==> src/hw/rtl/bfha_pkg.sv <==
`timescale 1ns / 1ps
// ----------------------------------------------------------------------------
// Best-fit heap allocator package
// Shared constants, codes and the command and status types that join the
// controller to the datapath.
// ----------------------------------------------------------------------------
package bfha_pkg;

    localparam int HEAP_BYTES_DEF   = 4096;
    localparam int HEADER_BYTES_DEF = 8;
    localparam int GRANULE_BYTES    = 4;
    localparam int REQ_W            = 13;
    localparam int OFF_W            = 12;
    localparam int ST_W             = 2;

    localparam logic CMD_ALLOC = 1'b0;
    localparam logic CMD_FREE  = 1'b1;

    typedef enum logic [ST_W-1:0] {
        ST_OK       = 2'd0,
        ST_BAD_SIZE = 2'd1,
        ST_NO_FIT   = 2'd2,
        ST_BAD_FREE = 2'd3
    } t_status;

    typedef enum logic [3:0] {
        S_INIT,
        S_IDLE,
        S_READ,
        S_EVAL,
        S_NEXT_RD,
        S_MERGE,
        S_FREE_WR,
        S_SPLIT,
        S_BEST,
        S_RESP
    } t_state;

    typedef enum logic [3:0] {
        DP_NOP,
        DP_INIT,
        DP_LOAD,
        DP_READ_POS,
        DP_WALK_ALLOC,
        DP_WALK_FREE,
        DP_FREE_HIT,
        DP_READ_NEXT,
        DP_MERGE,
        DP_WRITE_FREE,
        DP_WRITE_SPLIT,
        DP_WRITE_BEST,
        DP_RESPOND
    } t_dp_op;

    typedef struct packed {
        t_dp_op  op;
        t_status status;
    } t_dp_cmd;

    typedef struct packed {
        logic is_free;
        logic size_zero;
        logic walk_end;
        logic match;
        logic found;
        logic split_ok;
        logic next_in_heap;
    } t_dp_sts;

endpackage

==> src/hw/rtl/bfha_ctrl.sv <==
`timescale 1ns / 1ps
// ----------------------------------------------------------------------------
// Best-fit heap allocator controller
// Sequences the header walk, the free-time merge and the header writes.
// ----------------------------------------------------------------------------
module bfha_ctrl (
    input  logic               i_clk,
    input  logic               i_rst_n,
    input  logic               start,
    output logic               busy,
    input  bfha_pkg::t_dp_sts  i_sts,
    output bfha_pkg::t_dp_cmd  o_cmd
);

    bfha_pkg::t_state r_state;
    bfha_pkg::t_state n_state;

    always_ff @(posedge i_clk) begin
        if (!i_rst_n) begin
            r_state <= bfha_pkg::S_INIT;
        end else begin
            r_state <= n_state;
        end
    end

    always_comb begin
        n_state = r_state;
        unique case (r_state)
            bfha_pkg::S_INIT: begin
                n_state = bfha_pkg::S_IDLE;
            end
            bfha_pkg::S_IDLE: begin
                if (start) begin
                    n_state = bfha_pkg::S_READ;
                end
            end
            bfha_pkg::S_READ: begin
                if (!i_sts.is_free && i_sts.size_zero) begin
                    n_state = bfha_pkg::S_IDLE;
                end else if (i_sts.walk_end) begin
                    if (!i_sts.is_free && i_sts.found) begin
                        n_state = i_sts.split_ok ? bfha_pkg::S_SPLIT : bfha_pkg::S_BEST;
                    end else begin
                        n_state = bfha_pkg::S_IDLE;
                    end
                end else begin
                    n_state = bfha_pkg::S_EVAL;
                end
            end
            bfha_pkg::S_EVAL: begin
                if (i_sts.is_free && i_sts.match) begin
                    n_state = bfha_pkg::S_NEXT_RD;
                end else begin
                    n_state = bfha_pkg::S_READ;
                end
            end
            bfha_pkg::S_NEXT_RD: begin
                n_state = i_sts.next_in_heap ? bfha_pkg::S_MERGE : bfha_pkg::S_FREE_WR;
            end
            bfha_pkg::S_MERGE: begin
                n_state = bfha_pkg::S_FREE_WR;
            end
            bfha_pkg::S_FREE_WR: begin
                n_state = bfha_pkg::S_RESP;
            end
            bfha_pkg::S_SPLIT: begin
                n_state = bfha_pkg::S_BEST;
            end
            bfha_pkg::S_BEST: begin
                n_state = bfha_pkg::S_RESP;
            end
            bfha_pkg::S_RESP: begin
                n_state = bfha_pkg::S_IDLE;
            end
            default: begin
                n_state = bfha_pkg::S_INIT;
            end
        endcase
    end

    always_comb begin
        o_cmd.op     = bfha_pkg::DP_NOP;
        o_cmd.status = bfha_pkg::ST_OK;
        busy         = 1'b1;
        unique case (r_state)
            bfha_pkg::S_INIT: begin
                o_cmd.op = bfha_pkg::DP_INIT;
            end
            bfha_pkg::S_IDLE: begin
                busy = 1'b0;
                if (start) begin
                    o_cmd.op = bfha_pkg::DP_LOAD;
                end
            end
            bfha_pkg::S_READ: begin
                if (!i_sts.is_free && i_sts.size_zero) begin
                    o_cmd.op     = bfha_pkg::DP_RESPOND;
                    o_cmd.status = bfha_pkg::ST_BAD_SIZE;
                end else if (i_sts.walk_end) begin
                    if (i_sts.is_free) begin
                        o_cmd.op     = bfha_pkg::DP_RESPOND;
                        o_cmd.status = bfha_pkg::ST_BAD_FREE;
                    end else if (!i_sts.found) begin
                        o_cmd.op     = bfha_pkg::DP_RESPOND;
                        o_cmd.status = bfha_pkg::ST_NO_FIT;
                    end
                end else begin
                    o_cmd.op = bfha_pkg::DP_READ_POS;
                end
            end
            bfha_pkg::S_EVAL: begin
                if (!i_sts.is_free) begin
                    o_cmd.op = bfha_pkg::DP_WALK_ALLOC;
                end else if (i_sts.match) begin
                    o_cmd.op = bfha_pkg::DP_FREE_HIT;
                end else begin
                    o_cmd.op = bfha_pkg::DP_WALK_FREE;
                end
            end
            bfha_pkg::S_NEXT_RD: begin
                if (i_sts.next_in_heap) begin
                    o_cmd.op = bfha_pkg::DP_READ_NEXT;
                end
            end
            bfha_pkg::S_MERGE: begin
                o_cmd.op = bfha_pkg::DP_MERGE;
            end
            bfha_pkg::S_FREE_WR: begin
                o_cmd.op = bfha_pkg::DP_WRITE_FREE;
            end
            bfha_pkg::S_SPLIT: begin
                o_cmd.op = bfha_pkg::DP_WRITE_SPLIT;
            end
            bfha_pkg::S_BEST: begin
                o_cmd.op = bfha_pkg::DP_WRITE_BEST;
            end
            bfha_pkg::S_RESP: begin
                o_cmd.op = bfha_pkg::DP_RESPOND;
            end
            default: begin
                o_cmd.op = bfha_pkg::DP_NOP;
            end
        endcase
    end

endmodule

==> config.mk <==
export PLATFORM = sky130hd
export DESIGN_NAME = bfha_ctrl
export DESIGN_NICKNAME = d
export VERILOG_FILES = /design/src/hw/rtl/bfha_pkg.sv /design/src/hw/rtl/bfha_ctrl.sv
export SDC_FILE = /design/constraint.sdc
export NUM_CORES = 1
export LEC_CHECK = 0
export ABC_AREA = 0
export BUFFER_PORTS_ARGS = -buffer_cell sky130_fd_sc_hd__buf_2
export CELL_PAD_IN_SITES_DETAIL_PLACEMENT = 0
export CELL_PAD_IN_SITES_GLOBAL_PLACEMENT = 1
export CORE_MARGIN = 5
export CORE_UTILIZATION = 34
export DETAILED_ROUTE_END_ITERATION = 16
export PLACE_DENSITY = 0.82
export SLEW_MARGIN = 20
export SYNTH_ARGS = -nofsm -noshare
export SYNTH_HDL_FRONTEND = slang
export SYNTH_SLANG_ARGS = --single-unit
==> constraint.sdc <==
create_clock -name i_clk -period 2.15 [get_ports i_clk]
set_input_delay 0.215 -clock i_clk [delete_from_list [all_inputs] [get_ports i_clk]]
set_output_delay 0.215 -clock i_clk [all_outputs]
set_load 0.05 [all_outputs]
==> impl_metrics.ini <==
[critical_path]
worst-r2r-setup-slack_ns = 0.72
cp-start-kind = flip-flop
reg2regPathDepth = 4
timing.critical_path.required_ns = 1.93
critPathArrivalTime_ns = 1.77
rr_startpoint = r_state[1]$_SDFFE_PN0P_
r2r_end = r_state[0]$_SDFFE_PN0P_
worst-path-max-fanout = 10
worstSetupEndpointType = output pin
setup.worst_path.class = reg -> out

[die]
rows = 13
chipHeight_um = 47.20
die_width_um = 47.20
top_level_ports = 17
die-area_um2 = 2227
start_util_pct = 36.15
core_area_um2 = 1301

[worst_hold_path]
hold_end = r_state[0]$_SDFFE_PN0P_
whs_path_depth = 2
worstHoldStart = start
hold_path_class = in -> reg

[timing]
setup-violations-final = 0
max_slew.worst_pin.slew_ns = 0.3913
finalCritPeriodShare_pct = 92.39
slew_headroom_pct = 73.88
setup_tns_ns = 0
slew_violations = 0
hold_violations = 0
fmax_mhz = 503.4
clock_skew_ns = 0.001141
minimum_period_implied_by_the_final_worst_setup_slack_ns = 1.986
rsz_0062_raised_after_global_routing = false

[synthesis]
number_of_instances_in_the_synthesized_netlist = 68
avgSynthCellArea_um2 = 6.918
synth-seq-cells = 4
synth.yosys.warnings = 0
ys.flop_type = sky130_fd_sc_hd__dfxtp_1
synth_seq_area_share_pct = 17.02
synthesis.area_um2 = 470.5
post-synth-top-area-cell = sky130_fd_sc_hd__dfxtp_1
ys_top_cells_by_count = sky130_fd_sc_hd__nand2_1, sky130_fd_sc_hd__a31oi_1, sky130_fd_sc_hd__inv_1
most_used_standard_cell_by_instance_count_after_synthesis = sky130_fd_sc_hd__nand2_1
synth_edf_count = 0
async_reset_ff_share_pct = 0
synth.lib_cells_used.distinct = 31
postSynthNetCount = 78
synthTopCellsByArea = sky130_fd_sc_hd__dfxtp_1, sky130_fd_sc_hd__a31oi_1, sky130_fd_sc_hd__nand2_1
synthDominantCellAreaShare_pct = 17.02

[route]
first_pass_iters = 4
detail-route-antenna-nets = 0
routed_wire_length_per_instance_um = 12.46
postRouteWirelength_mm = 1.271
drt_drc_violations_left = 0
route.detailed.vias_per_inst = 5.549
initialDrtViolationCount = 11
vias = 566

[outcome]
run_status = finished, final reports clean

[global_route]
grt_max_degree = 13
globalRouteOverflowTotal = 0
grt_usage_pct = 13.04
antenna_violations_before_repair = 0
grt_pass1_vias = 508
grt_pass1_wl_mm = 2.083

[clock_network]
numClockSinks = 4
tritoncts_clock_tree = yes
numCtsBuffers = 3
ctsHtreeMaxLevel = 1
clk_latency_ns = 0.23
master_cell_of_the_clock_root_buffer = sky130_fd_sc_hd__clkbuf_4
post-cts-setup-buffers = 0
clockBufferDepth = 2
clk_pin_slew_ns = 0.04
cts_hold_buf = 0
post_cts_resize_count = 0

[cells_and_area]
fin_cells = 102
nets = 99
top_registers = r_state: 4 flops
largest_register_ffs = 4
antenna_cells_inserted = 0
post_route_cells_drive_above_1_share_pct = 32.18
largest_reg_by_ff_count = r_state
area_delta_synth_final_pct = 28.19

[placed_design]
routabilityCongestion = 0.8748
post-dp-hpwl_mm = 1.017
port-buffer-count = 16
placed_cells = 99

[power]
max-vdd-ir-drop_mv = 0.2787
cellPowerDensity_nw_per_um2 = 797.1
total_leakage_power_uw = 0.0002606

[job]
maxCapViolations = 0
## critical path, stage by stage, from the launching register on
cell and delay, ns:
sky130_fd_sc_hd__dfxtp_1 0.46, sky130_fd_sc_hd__nor4b_2 0.39, sky130_fd_sc_hd__nand2_1 0.15, sky130_fd_sc_hd__o22a_1 0.21, sky130_fd_sc_hd__o21ai_1 0.06, sky130_fd_sc_hd__buf_2 0.27
## layout by cell type, fill, tap and decap left out
cell type	instances
sky130_fd_sc_hd__and2_2	1
sky130_fd_sc_hd__nor2b_4	1
sky130_fd_sc_hd__o32ai_1	1
sky130_fd_sc_hd__a21oi_1	4
sky130_fd_sc_hd__or4b_1	1
sky130_fd_sc_hd__nand2b_1	2
sky130_fd_sc_hd__o21ai_1	1
sky130_fd_sc_hd__and3_1	2
sky130_fd_sc_hd__buf_4	4
sky130_fd_sc_hd__a41oi_1	1
sky130_fd_sc_hd__nand3_2	1
sky130_fd_sc_hd__o31ai_1	1
sky130_fd_sc_hd__nor4b_2	1
sky130_fd_sc_hd__a211oi_1	2
sky130_fd_sc_hd__clkbuf_4	3
sky130_fd_sc_hd__inv_1	5
sky130_fd_sc_hd__a21o_1	1
sky130_fd_sc_hd__buf_2	16
sky130_fd_sc_hd__a21boi_0	1
sky130_fd_sc_hd__o22a_1	2
sky130_fd_sc_hd__nor2_1	3
sky130_fd_sc_hd__a31oi_1	5
sky130_fd_sc_hd__dfxtp_1	4
sky130_fd_sc_hd__nor3b_1	1
sky130_fd_sc_hd__o21bai_1	2
sky130_fd_sc_hd__o211ai_1	1
sky130_fd_sc_hd__nand2_1	7
sky130_fd_sc_hd__nor2b_1	3
sky130_fd_sc_hd__o21ai_0	4
sky130_fd_sc_hd__nand3_1	3
sky130_fd_sc_hd__nand3b_1	2
sky130_fd_sc_hd__nor2_2	1
## per-layer routing
layer | routed length, um | global-route usage (%)
met1 | 610 | 17.53
met4 | 14 | 8.287
met3 | 47 | 1.533
met5 | 0 | 0
met2 | 598 | 19.51
## cells by family (layout without fill, tap and decap cells)
logic type / count (synthesis) / in the layout / synth area share, %
buffers and inverters: 9 / 28 / 7.977
AND/OR/NAND/NOR: 29 / 29 / 38.56
AO/OA/AOI/OAI: 26 / 26 / 36.44
flip-flops: 4 / 4 / 17.02
## final cells by class
| type | instances | area (um^2) |
|---|---|---|
| tap | 15 | 18.77 |
| sequential | 4 | 80.08 |
| timing repair buffer | 20 | 110.1 |
| inverter | 5 | 18.77 |
| fill | 136 | 698.2 |
| multi-input combinational | 55 | 352.8 |
| clock buffer | 3 | 22.52 |
## power by group
group	total, uW	leakage [uW]	switching, uW	internal, uW
Clock	90.1	0.0000138	27.8	62.2
Sequential	100	0.0000328	15.6	84.9
Combinational	290	0.000214	197	93.1
Total	481	0.000261	241	240
## per-stage QoR
step,cell area [um^2],setup slack (ns),utilization [%],hold slack (ns),total power (uW)
floorplan,470.5,0.03456,-,0.3358,308.1
detailed placement,580.6,0.4014,44.62,0.4587,389.8
global route,603.1,0.04363,46.35,0.2381,512.8
finish,603.1,0.1637,46.35,0.2198,480.7
global placement,580.6,0.4728,44.62,0.4580,392.2
CTS,603.1,0.1591,46.35,0.2125,485.9
## worst max-delay path by stage
stage,start,end,cells past startpoint
after global placement,r_state[1]$_SDFFE_PN0P_,o_cmd[3],5
after global routing,r_state[1]$_SDFFE_PN0P_,o_cmd[3],5
after CTS,r_state[1]$_SDFFE_PN0P_,o_cmd[3],5
after floorplan,r_state[2]$_SDFFE_PN0P_,o_cmd[2],3
after detailed placement,r_state[1]$_SDFFE_PN0P_,o_cmd[3],5
final,r_state[1]$_SDFFE_PN0P_,o_cmd[3],5
(Power assumes the default switching activity.)
